File: src/rtl/core/swam_pkg.sv
// ----------------------------------------------------------------------------
// swam_pkg: shared types and constants for the anagram window matcher
// Request and response payloads, op and status codes, and default sizes.
// ----------------------------------------------------------------------------
package swam_pkg;

   // default sizes for the top-level parameters
   localparam int MAX_PATTERN_DEF = 256;
   localparam int ALPHABET_DEF    = 26;

   // fixed field widths
   localparam int LETTER_W = 5;

   typedef enum logic [1:0] {
      OP_CLEAR   = 2'd0,
      OP_PATTERN = 2'd1,
      OP_TEXT    = 2'd2
   } op_type;

   typedef enum logic [1:0] {
      ST_OK         = 2'd0,
      ST_FULL       = 2'd1,
      ST_AFTER_TEXT = 2'd2
   } status_type;

   typedef struct packed {
      op_type              op;
      logic [LETTER_W-1:0] letter;
   } req_type;

   typedef struct packed {
      logic       window_match;
      logic       found;
      status_type status;
   } rsp_type;

endpackage

File: src/rtl/core/swam_ram.sv
// ----------------------------------------------------------------------------
// swam_ram: generic single-port-write, single-port-read RAM
// One write and one read per cycle; read data is registered (read-first).
// ----------------------------------------------------------------------------
module swam_ram #(
   parameter int WIDTH = 8,
   parameter int DEPTH = 256
) (
   input  logic                                     clock,
   input  logic                                     wr_en,
   input  logic [((DEPTH > 1) ? $clog2(DEPTH) : 1)-1:0] wr_addr,
   input  logic [WIDTH-1:0]                         wr_data,
   input  logic [((DEPTH > 1) ? $clog2(DEPTH) : 1)-1:0] rd_addr,
   output logic [WIDTH-1:0]                         rd_data
);

   logic [WIDTH-1:0] mem_ff [DEPTH];
   logic [WIDTH-1:0] rd_data_ff;

   // write port
   always_ff @(posedge clock) begin
      if (wr_en) begin
         mem_ff[wr_addr] <= wr_data;
      end
   end

   // registered read port
   always_ff @(posedge clock) begin
      rd_data_ff <= mem_ff[rd_addr];
   end

   assign rd_data = rd_data_ff;

endmodule

File: src/rtl/core/sliding_window_anagram_matcher.sv
// ----------------------------------------------------------------------------
// sliding_window_anagram_matcher: sliding-window permutation matcher
// A request updates the state and stage two; stage two then loads the response register.
// Throughput: one request per cycle while stage two is empty or can advance; the histogram
//   update and the ring read for the next text letter both complete in the accepting cycle.
// Reset clears all counters, lengths, the ring pointer and the found flag.
// The ring store is not cleared; only entries written since a clear are read.
// ----------------------------------------------------------------------------
module sliding_window_anagram_matcher #(
   parameter int MAX_PATTERN = swam_pkg::MAX_PATTERN_DEF,
   parameter int ALPHABET    = swam_pkg::ALPHABET_DEF
) (
   input  logic              clock,
   input  logic              reset,
   input  logic              req_valid,
   output logic              req_ready,
   input  swam_pkg::req_type req_payload,
   output logic              rsp_valid,
   input  logic              rsp_ready,
   output swam_pkg::rsp_type rsp_payload
);

   localparam int NBINS   = ALPHABET + 1;
   localparam int BIN_W   = $clog2(NBINS);
   localparam int CNT_W   = $clog2(MAX_PATTERN + 1);
   localparam int RING_AW = (MAX_PATTERN > 1) ? $clog2(MAX_PATTERN) : 1;

   // state registers
   logic [CNT_W-1:0]   pcnt_ff [NBINS];
   logic [CNT_W-1:0]   pcnt_in [NBINS];
   logic [CNT_W-1:0]   wcnt_ff [NBINS];
   logic [CNT_W-1:0]   wcnt_in [NBINS];
   logic [CNT_W-1:0]   plen_ff, plen_in;
   logic [CNT_W-1:0]   fill_ff, fill_in;
   logic [RING_AW-1:0] rp_ff, rp_in;
   logic               started_ff, started_in;
   logic               found_ff, found_in;

   // ring read bypass
   logic               byp_ff, byp_in;
   logic [BIN_W-1:0]   byp_data_ff;

   // evaluation stage and response register
   logic                 s2_valid_ff, s2_valid_in;
   logic                 s2_clear_ff;
   swam_pkg::status_type s2_status_ff;
   logic                 rsp_valid_ff, rsp_valid_in;
   swam_pkg::rsp_type    rsp_payload_ff;

   // request decode
   logic                 accept;
   logic                 adv;
   logic [BIN_W-1:0]     bin;
   logic                 clear_all;
   logic                 pat_inc;
   logic                 text_upd;
   logic                 remove_old;
   swam_pkg::status_type status;
   logic [RING_AW-1:0]   rp_wrap;

   // ring port signals
   logic [RING_AW-1:0]   rd_rp;
   logic [CNT_W-1:0]     rd_plen;
   logic [CNT_W:0]       rd_tmp;
   logic [RING_AW-1:0]   ring_rd_addr;
   logic [BIN_W-1:0]     ring_rd_data;
   logic [BIN_W-1:0]     old_raw;
   logic [BIN_W-1:0]     old_bin;

   // comparison
   logic                 hist_eq;
   logic                 match;

   // handshake: results advance when the response register is empty or being taken
   assign adv       = !rsp_valid_ff || rsp_ready;
   assign req_ready = adv || !s2_valid_ff;
   assign accept    = req_valid && req_ready;

   // letter to bin, out-of-alphabet letters share the last bin
   assign bin = (int'(req_payload.letter) < ALPHABET) ? BIN_W'(req_payload.letter)
                                                      : BIN_W'(ALPHABET);

   assign rp_wrap = (CNT_W'(rp_ff) == CNT_W'(MAX_PATTERN - 1)) ? '0
                                                              : rp_ff + RING_AW'(1);

   // op decode and scalar state update
   always_comb begin
      plen_in    = plen_ff;
      fill_in    = fill_ff;
      rp_in      = rp_ff;
      started_in = started_ff;
      clear_all  = 1'b0;
      pat_inc    = 1'b0;
      text_upd   = 1'b0;
      remove_old = 1'b0;
      status     = swam_pkg::ST_OK;
      if (accept) begin
         unique case (req_payload.op)
            swam_pkg::OP_CLEAR: begin
               clear_all  = 1'b1;
               plen_in    = '0;
               fill_in    = '0;
               rp_in      = '0;
               started_in = 1'b0;
            end
            swam_pkg::OP_PATTERN: begin
               if (started_ff) begin
                  status = swam_pkg::ST_AFTER_TEXT;
               end else if (plen_ff == CNT_W'(MAX_PATTERN)) begin
                  status = swam_pkg::ST_FULL;
               end else begin
                  pat_inc = 1'b1;
                  plen_in = plen_ff + CNT_W'(1);
               end
            end
            swam_pkg::OP_TEXT: begin
               started_in = 1'b1;
               if (plen_ff != '0) begin
                  text_upd = 1'b1;
                  rp_in    = rp_wrap;
                  if (fill_ff >= plen_ff) begin
                     remove_old = 1'b1;
                  end else begin
                     fill_in = fill_ff + CNT_W'(1);
                  end
               end
            end
            default: begin
            end
         endcase
      end
   end

   // oldest letter: ram data, or the letter written in the previous cycle
   assign old_raw = byp_ff ? byp_data_ff : ring_rd_data;
   assign old_bin = (int'(old_raw) >= NBINS) ? BIN_W'(ALPHABET) : old_raw;

   // histogram bins
   always_comb begin
      for (int i = 0; i < NBINS; i++) begin
         if (clear_all) begin
            pcnt_in[i] = '0;
            wcnt_in[i] = '0;
         end else begin
            pcnt_in[i] = pcnt_ff[i] + CNT_W'(pat_inc && (bin == BIN_W'(i)));
            wcnt_in[i] = wcnt_ff[i]
                       + CNT_W'(text_upd && (bin == BIN_W'(i)))
                       - CNT_W'(remove_old && (old_bin == BIN_W'(i)) && (wcnt_ff[i] != '0));
         end
      end
   end

   // read address for the next text letter: ring pointer minus pattern length
   assign rd_rp   = accept ? rp_in : rp_ff;
   assign rd_plen = accept ? plen_in : plen_ff;
   assign rd_tmp  = (CNT_W + 1)'(rd_rp) + (CNT_W + 1)'(MAX_PATTERN) - (CNT_W + 1)'(rd_plen);
   assign ring_rd_addr = (rd_tmp >= (CNT_W + 1)'(MAX_PATTERN))
                       ? RING_AW'(rd_tmp - (CNT_W + 1)'(MAX_PATTERN))
                       : RING_AW'(rd_tmp);
   assign byp_in = text_upd && (ring_rd_addr == rp_ff);

   swam_ram #(
      .WIDTH (BIN_W),
      .DEPTH (MAX_PATTERN)
   ) u_ring (
      .clock   (clock),
      .wr_en   (text_upd),
      .wr_addr (rp_ff),
      .wr_data (bin),
      .rd_addr (ring_rd_addr),
      .rd_data (ring_rd_data)
   );

   // histogram compare on the state left by the request in stage two
   always_comb begin
      hist_eq = 1'b1;
      for (int i = 0; i < NBINS; i++) begin
         if (pcnt_ff[i] != wcnt_ff[i]) begin
            hist_eq = 1'b0;
         end
      end
   end

   assign match    = hist_eq && (fill_ff == plen_ff);
   assign found_in = (found_ff && !s2_clear_ff) || match;

   // pipeline valids
   always_comb begin
      if (accept) begin
         s2_valid_in = 1'b1;
      end else if (adv) begin
         s2_valid_in = 1'b0;
      end else begin
         s2_valid_in = s2_valid_ff;
      end
      rsp_valid_in = adv ? s2_valid_ff : rsp_valid_ff;
   end

   // control and state registers
   always_ff @(posedge clock) begin
      if (reset) begin
         for (int i = 0; i < NBINS; i++) begin
            pcnt_ff[i] <= '0;
            wcnt_ff[i] <= '0;
         end
         plen_ff      <= '0;
         fill_ff      <= '0;
         rp_ff        <= '0;
         started_ff   <= 1'b0;
         found_ff     <= 1'b0;
         byp_ff       <= 1'b0;
         s2_valid_ff  <= 1'b0;
         rsp_valid_ff <= 1'b0;
      end else begin
         for (int i = 0; i < NBINS; i++) begin
            pcnt_ff[i] <= pcnt_in[i];
            wcnt_ff[i] <= wcnt_in[i];
         end
         plen_ff      <= plen_in;
         fill_ff      <= fill_in;
         rp_ff        <= rp_in;
         started_ff   <= started_in;
         byp_ff       <= byp_in;
         s2_valid_ff  <= s2_valid_in;
         rsp_valid_ff <= rsp_valid_in;
         if (adv && s2_valid_ff) begin
            found_ff <= found_in;
         end
      end
   end

   // payload registers
   always_ff @(posedge clock) begin
      byp_data_ff <= bin;
      if (accept) begin
         s2_clear_ff  <= clear_all;
         s2_status_ff <= status;
      end
      if (adv && s2_valid_ff) begin
         rsp_payload_ff.window_match <= match;
         rsp_payload_ff.found        <= found_in;
         rsp_payload_ff.status       <= s2_status_ff;
      end
   end

   assign rsp_valid   = rsp_valid_ff;
   assign rsp_payload = rsp_payload_ff;

   // checks
   a_fill_le_plen: assert property (@(posedge clock) disable iff (reset)
      fill_ff <= plen_ff)
      else $error("window fill exceeds pattern length");

   a_plen_max: assert property (@(posedge clock) disable iff (reset)
      plen_ff <= CNT_W'(MAX_PATTERN))
      else $error("pattern length exceeds capacity");

   a_clear_match: assert property (@(posedge clock) disable iff (reset)
      (s2_valid_ff && s2_clear_ff) |-> match)
      else $error("clear request did not report a match");

   a_found_sticky: assert property (@(posedge clock) disable iff (reset)
      (found_ff && adv && s2_valid_ff && !s2_clear_ff) |=> found_ff)
      else $error("found flag dropped without a clear");

endmodule
File: config.mk
export PLATFORM = sky130hd
export DESIGN_NAME = sliding_window_anagram_matcher
export DESIGN_NICKNAME = d
export VERILOG_FILES = /design/src/rtl/core/swam_pkg.sv /design/src/rtl/core/swam_ram.sv /design/src/rtl/core/sliding_window_anagram_matcher.sv
export SDC_FILE = /design/constraint.sdc
export NUM_CORES = 2
export LEC_CHECK = 0
export BUFFER_PORTS_ARGS = -buffer_cell sky130_fd_sc_hd__buf_2
export CAP_MARGIN = 20
export CORE_ASPECT_RATIO = 1.2
export CORE_MARGIN = 2
export CORE_UTILIZATION = 55
export CTS_CLUSTER_DIAMETER = 200
export CTS_CLUSTER_SIZE = 40
export DETAILED_ROUTE_END_ITERATION = 6
export PLACE_DENSITY = 0.8
export SLEW_MARGIN = 10
export SYNTH_ARGS = -nofsm -noshare
export SYNTH_HDL_FRONTEND = slang
export SYNTH_HIERARCHICAL = 1
export SYNTH_SLANG_ARGS = --single-unit
File: constraint.sdc
create_clock -name clock -period 12.6 [get_ports clock]
set_input_delay 2.52 -clock clock [delete_from_list [all_inputs] [get_ports clock]]
set_output_delay 2.52 -clock clock [all_outputs]
set_load 0.01 [all_outputs]
== Yosys cells after proc, flatten, opt, wreduce, memory -nomap -nowiden ==
Memories as Yosys holds them, arrays and structs flattened. A register that Yosys moved wholly into a read port is not among the register bits.
Cells that the tools add are included.

* Bitwise logic cells: 55
* Add/sub/neg operators: 87
* Muxes and demuxes: 175
* Equality and inequality tests: 87
* Reduce and logical (&&, ||, !) cells: 155
* $lt $le $gt $ge: 4

{| class="wikitable"
|+ Operators with widths
! kind !! number
|-
| $mux 9 || 114
|-
| $add 9x1->9 || 54
|-
| $reduce_bool 9->1 || 28
|-
| $ne 9x9->1 || 27
|-
| $sub 9x1->9 || 27
|-
| $logic_and 1x1->1 || 113
|-
| $eq 5x5->1 const B || 22
|-
| $eq 5x4->1 const B || 16
|-
| $or 1x1->1 || 54
|-
| $mux 1 || 48
|-
| $eq 5x3->1 const B || 8
|-
| $mux 8 || 5
|-
| $pmux 9 s2 || 2
|-
| $eq 5x2->1 const B || 4
|-
| $add 9x1->9 const B || 2
|-
| $pmux 8 s2 || 1
|-
| $mux 5 || 3
|-
| $add 8x9->10 const B || 1
|-
| $eq 5x1->1 const B || 2
|-
| $ge 10x9->1 const B || 1
|-
| $logic_not 5->1 || 2
|-
| $sub 10x9->10 || 1
|-
| $eq 9x9->1 || 1
|-
| $eq 9x9->1 const B || 1
|-
| 20 further kinds || 26
|}

* Bits of input ports: 11
* Flip-flop bits (word level): 43
* Memories kept: 3
* Memory bits (writable): 1766

{| class="wikitable"
|+ Memory list
! name !! words !! width !! rd ports !! clocked after memory_dff !! write ports !! line !! RTL
|-
| u_ring.mem_ff || 256 || 5 || 1 || 1 || 1 || swam_ram.sv:17 || <nowiki>logic [WIDTH-1:0] mem_ff [DEPTH];</nowiki>
|-
| pcnt_ff || 27 || 9 || 27 || 0 || 27 || sliding_window_anagram_matcher.sv:29 || <nowiki>logic [CNT_W-1:0] pcnt_ff [NBINS];</nowiki>
|-
| wcnt_ff || 27 || 9 || 27 || 0 || 27 || sliding_window_anagram_matcher.sv:31 || <nowiki>logic [CNT_W-1:0] wcnt_ff [NBINS];</nowiki>
|}

== Depth between registers and ports, before layout ==
An unclocked memory read counts as a cell.

* Word-level depth: 31
* Gate-level depth with buffers: 22
* Gate-level depth less buffers: 21

== By module ==
Netlist, hierarchy kept.

{| class="wikitable"
|+ Modules (own cells, without submodules)
! module !! cells each !! instances !! area each (sq um)
|-
| swam_ram || 2497 || 1 || 50284.5
|-
| sliding_window_anagram_matcher || 3911 || 1 || 33285.7
|}

== Worst setup path before layout ==
OpenSTA, ideal clock, no wires.

* Kind: input to register
* From: input req_payload[1] in the netlist's numbering
* To: memory wcnt_ff[1][89] in the netlist's numbering
* Buffers on the path: 1
* Arrival: 7875 ps
* Data required time: 12483 ps
* Stages on the path: 15
* Path slack: 4608 ps
* Path through: clkbuf_1 > nand2b_1 > nor2_1 > nand2_1 > nor2_1 > ha_1 > inv_1 > fa_1 > nand2b_1 > a21oi_1 > o21ai_0 > a21oi_1 > o41ai_1 > xnor2_1 > nor2_1

{| class="wikitable"
|+ RTL lines
! element !! line !! RTL
|-
| from (decl) || sliding_window_anagram_matcher.sv:17 || <nowiki>input swam_pkg::req_type req_payload,</nowiki>
|-
| to (decl) || sliding_window_anagram_matcher.sv:31 ||
|}

== Worst setup path in the final report ==
* From: input rsp_ready
* To: register u_ring.rd_data_ff[0] (netlist: u_ring/rd_data[0]) (read register of u_ring.mem_ff)

* Cells in the longest elaborated chain, start to end: 9

{| class="wikitable"
|+ Ends and longest elaborated chain
! element !! line !! RTL
|-
| from (decl) || sliding_window_anagram_matcher.sv:19 || <nowiki>input logic rsp_ready,</nowiki>
|-
| $logic_or 1x1->1 * || sliding_window_anagram_matcher.sv:75 || <nowiki>assign adv = !rsp_valid_ff || rsp_ready;</nowiki>
|-
| $logic_or 1x1->1 * || sliding_window_anagram_matcher.sv:76 || <nowiki>assign req_ready = adv || !s2_valid_ff;</nowiki>
|-
| $logic_and 1x1->1 * || sliding_window_anagram_matcher.sv:77 || <nowiki>assign accept = req_valid && req_ready;</nowiki>
|-
| $mux 8 || sliding_window_anagram_matcher.sv:97 || <nowiki>if (accept) begin</nowiki>
|-
| $mux 8 || sliding_window_anagram_matcher.sv:154 || <nowiki>assign rd_rp = accept ? rp_in : rp_ff;</nowiki>
|-
| $add 8x9->10 || sliding_window_anagram_matcher.sv:156 || <nowiki>assign rd_tmp = (CNT_W + 1)'(rd_rp) + (CNT_W + 1)'(MAX_PATTERN) - (CNT_W + 1)'(rd_plen);</nowiki>
|-
| $sub 10x9->10 * || sliding_window_anagram_matcher.sv:156 ||
|-
| net rd_tmp[3] || sliding_window_anagram_matcher.sv:64 || <nowiki>logic [CNT_W:0] rd_tmp;</nowiki>
|-
| $sub 8x1->8 / $ge 10x9->1 (equally long branches) || sliding_window_anagram_matcher.sv:158, sliding_window_anagram_matcher.sv:157 ||
|-
| $mux 8 * || sliding_window_anagram_matcher.sv:158 || <nowiki>? RING_AW'(rd_tmp - (CNT_W + 1)'(MAX_PATTERN))</nowiki>
|-
| to (decl) || swam_ram.sv:18 || <nowiki>logic [WIDTH-1:0] rd_data_ff;</nowiki>
|}

Mark *: on every way through the listed nets, which the timed path passes. The rest lies on a longest branch.
A chain may end at the register's enable or synchronous reset.

==> metrics.log <==
[metrics] area growth from synthesis to layout: 4.354%
[metrics] routed wire length per instance: around 28 um
[metrics] setup repair after global routing missed its margin: no
[metrics] detail-routed via count per cell: roughly 6.3
[metrics] highest fanout seen on the critical path: 32
[metrics] antenna violations before repair: 7
[metrics] Final Cycle Share: 0.6378
[metrics] CP startpoint kind: input port
[metrics] via count of the first global-routing pass: between 50,000 and 60,000
[metrics] Final Critical Period: roughly 8.0 ns
[metrics] most common flop cell mapped by yosys: sky130_fd_sc_hd__edfxtp_1
[metrics] sink count of the clock tree: between 1,500 and 2,000
[metrics] number of distinct library cells after synthesis: a little under 80
[metrics] maximum number of pins on one net before global-route repair: roughly 260
[metrics] chain of cells forming the critical path: buf_2 > and3b_1 > inv_2 > nand3_1 > nor3_1 > nand2_1 > xnor2_1 > or2_2 > ha_1 > o21ai_0 > nand2b_1 > xor2_4 > buf_4 > buf_4 > nor2b_2 > buf_4 > a22oi_1 > a21oi_1 > nor4_1 > a31oi_1 > a311o_1
[metrics] starting DRC count in detailed routing: slightly above 6,000
[metrics] worst-case headroom to the max-slew limit: 0.1658
[metrics] number of synthesized flops with an enable pin: 1,287
[metrics] VDD IR-drop max: 0.1476 mV
[metrics] detailed placer's ending HPWL: 166,600 um
[metrics] clock-pin slew on the worst setup and hold paths: around 0.14 ns
[metrics] startpoint-to-endpoint class of the critical path: input port to flip-flop
[metrics] post-route core utilization: 0.5788
[metrics] capturing element type of the critical path: flip-flop
[metrics] Top Ports: 17
[metrics] maximum clock rate: ~120 MHz
[metrics] fin area: roughly 0.087 sq mm
[metrics] Top delay family on crit path: simple AND/OR/NAND/NOR gates
[metrics] max-slew violation count: 0
[metrics] Critical-path top delay cell: sky130_fd_sc_hd__nor4_1
[metrics] root buffer cell: sky130_fd_sc_hd__clkbuf_16
[metrics] critical path data required time: 13.27 ns
[metrics] later-pin clock latency in the skew report: 0.76 ns
[metrics] Std-Cell Rows: between 150 and 200
[metrics] cell type with the highest aggregate area in the netlist: sky130_fd_sc_hd__edfxtp_1
[metrics] Inserted Clock Buffers: 51
[metrics] longest individual stage delay on the worst path: ~1.1 ns
[metrics] fraction of final layout cells sized beyond drive strength 1: 0.07489
[metrics] first-pass GRT wire length: about 340,000 um
[metrics] Post-Route Setup TNS: 0 ns
[metrics] global route total overflow: 0
[metrics] number of warnings reported in the yosys synthesis log: 6
[metrics] worst-margin pin slew: 1.240 ns
[metrics] DRC Markers: 11
[metrics] synthesized cell area: ~0.084 sq mm
[metrics] part of the Yosys area used for sequential elements: 0.5887
[metrics] total wire length after detailed routing: 232,600 um
[metrics] Post-DP Area: roughly 0.086 sq mm
[metrics] fraction of registers with async set/reset: 0
[metrics] post-synthesis instance total: between 6,000 and 7,000
[metrics] worst path arrival time: 8.71 ns
[metrics] initial core utilization: 0.5546
[metrics] buffers and inverters on the worst path: 5
[metrics] number of post-CTS setup repair buffers: 0
[metrics] depth of the CTS H-tree: 2
[metrics] number of antenna-violating nets in the routed design: 0
[metrics] input/output buffers: 16
[metrics] hold buffer count at cts: 0
[metrics] total number of vias: 52,600
[metrics] horizontal die dimension: about 360 um
[metrics] Synth Register Bits: roughly 1,800
[metrics] Bufs on Longest Clock Path: 3
[metrics] core region area: about 0.15 sq mm
[metrics] Resized cells post-CTS: 0
[metrics] leakage power figure: just under 0.03 uW
[metrics] violations in the final reports: design-rule violations
[metrics] result of the run: complete, but fails checks
[metrics] power per standard cell area: about 130 mW/mm^2
[metrics] most prevalent standard cell on the critical path: sky130_fd_sc_hd__buf_4
[metrics] overall die height: between 400 and 500 um
[metrics] RePlAce Congestion: between 1 and 1.5
[metrics] leading cell types by total area after synthesis: sky130_fd_sc_hd__edfxtp_1, sky130_fd_sc_hd__dfxtp_1, sky130_fd_sc_hd__mux4_2
[metrics] Overall Global Routing Usage: 0.2970
[metrics] iteration count of the initial detailed-routing pass: 7
[metrics] synthesized net count: slightly below 7,000
[metrics] Avg Inst Size Synth: 13.04 sq um
[metrics] Worst Hold Class: flip-flop to flip-flop
[metrics] final setup violation count: 0
[metrics] Hold Fails Final Rpt: 0
[metrics] TritonCTS clock tree: yes
[metrics] Setup Skew: 0.05195 ns
[metrics] count of maximum capacitance violations: 0
[metrics] Final Net Count: a little under 7,000
[metrics] portion of synthesized cell area occupied by the leading cell type: 0.4625
[metrics] die area: 0.1551 sq mm
## cell usage in the layout (no fill, tap or decap), drive strengths merged, types with 99 or more instances in the layout
master / instances
nand3: 150
nor4: 101
nor3: 137
xor2: 338
edfxtp: 1287
xnor2: 205
nand4: 108
nor2b: 127
a21oi: 153
inv: 412
mux2i: 99
and2: 132
dfxtp: 527
ha: 398
nand2: 143
nor2: 858
mux4: 289
## synthesized netlist by cell type, types with 13 or more instances
master,n
sky130_fd_sc_hd__a2111oi_0,14
sky130_fd_sc_hd__a21o_1,33
sky130_fd_sc_hd__a21oi_1,153
sky130_fd_sc_hd__a221oi_1,21
sky130_fd_sc_hd__a22oi_1,51
sky130_fd_sc_hd__a311oi_1,19
sky130_fd_sc_hd__a31oi_1,13
sky130_fd_sc_hd__and2_1,132
sky130_fd_sc_hd__and3_1,32
sky130_fd_sc_hd__buf_1,17
sky130_fd_sc_hd__buf_2,43
sky130_fd_sc_hd__buf_4,24
sky130_fd_sc_hd__clkbuf_1,142
sky130_fd_sc_hd__dfxtp_1,527
sky130_fd_sc_hd__edfxtp_1,1287
sky130_fd_sc_hd__fa_1,28
sky130_fd_sc_hd__ha_1,398
sky130_fd_sc_hd__inv_1,403
sky130_fd_sc_hd__mux2i_1,99
sky130_fd_sc_hd__mux4_2,289
sky130_fd_sc_hd__nand2_1,142
sky130_fd_sc_hd__nand2b_1,61
sky130_fd_sc_hd__nand3_1,150
sky130_fd_sc_hd__nand4_1,107
sky130_fd_sc_hd__nor2_1,858
sky130_fd_sc_hd__nor2b_1,127
sky130_fd_sc_hd__nor3_1,137
sky130_fd_sc_hd__nor3b_1,41
sky130_fd_sc_hd__nor4_1,101
sky130_fd_sc_hd__nor4b_1,23
sky130_fd_sc_hd__o21a_1,13
sky130_fd_sc_hd__o21ai_0,86
sky130_fd_sc_hd__o21bai_1,13
sky130_fd_sc_hd__o22ai_1,43
sky130_fd_sc_hd__o31ai_1,14
sky130_fd_sc_hd__o41ai_1,25
sky130_fd_sc_hd__or2_2,13
sky130_fd_sc_hd__or4_1,15
sky130_fd_sc_hd__xnor2_1,205
sky130_fd_sc_hd__xor2_1,338
## per-stage QoR
step	setup WS [ns]	std cells	total power, uW	hold WS, ns
floorplan	4.608	6408	8021	0.4003
global placement	4.111	8219	8624	0.4508
detailed placement	4.080	8221	8663	0.4610
CTS	4.876	8302	11070	0.4786
global route	4.500	8304	11360	0.4978
finish	4.563	8306	11080	0.4733
## worst min-delay path, stage by stage (launching register included)
cell	delay, ns
sky130_fd_sc_hd__dfxtp_1	0.35
sky130_fd_sc_hd__inv_1	0.05
sky130_fd_sc_hd__a21oi_1	0.05
## area by class of cell
cell class	instances	area (sq um)
multi-input combinational	3948	31860
clock inverter	4	106.4
clock buffer	77	1374
sequential	1814	49200
inverter	413	1565
antenna	2	5.005
fill	11580	63480
timing repair buffer	73	625.6
tap	1975	2471
## logic make-up after synthesis
| kind of cell | count (synthesis) | share of synthesized area |
|---|---|---|
| xor gates and xnor gates | 544 | 0.05719 |
| AOI/OAI and AO/OA | 596 | 0.04849 |
| adders and majority gates | 426 | 0.06630 |
| DFF | 1814 | 0.5887 |
| muxes | 395 | 0.09068 |
| buffers and inverters | 646 | 0.03137 |
| and+or+nand+nor | 1987 | 0.1173 |
## final timing paths
check	from	to	slack, ns	depth (start not counted)
max reg2reg	plen_ff[0]$_SDFF_PP0_	u_ring/rd_data[0]$_DFF_P_	5.62	21
max	rsp_ready	u_ring/rd_data[0]$_DFF_P_	4.56	21
min	s2_valid_ff$_SDFFE_PP0P_	rsp_valid$_SDFFE_PP0P_	0.47	2
min reg2reg	s2_valid_ff$_SDFFE_PP0P_	rsp_valid$_SDFFE_PP0P_	0.47	2
## flip-flops by register name, summed over array words and instances (netlist names), named ones only
| name | count |
|---|---|
| byp_data_ff | 5 |
| byp_ff | 1 |
| fill_ff | 9 |
| found_ff | 1 |
| pcnt_ff | 243 |
| plen_ff | 8 |
| rp_ff | 2 |
| rsp_payload | 4 |
| rsp_valid | 1 |
| s2_clear_ff | 1 |
| s2_status_ff | 2 |
| s2_valid_ff | 1 |
| started_ff | 1 |
| u_ring/mem_ff | 1280 |
| u_ring/rd_data | 5 |
| wcnt_ff | 243 |
## per-layer routing
| layer | global-route usage | routed length [um] |
|---|---|---|
| met1 | 0.3409 | 79440 |
| met2 | 0.5037 | 112600 |
| met3 | 0.04736 | 18930 |
| met4 | 0.2225 | 21520 |
| met5 | 0 | 36 |
## where the power goes
group | internal, uW | switching, uW | total, uW
Clock | 784 | 1710 | 2490
Combinational | 790 | 1260 | 2050
Sequential | 6450 | 78.6 | 6530
(Power assumes the default switching activity.)
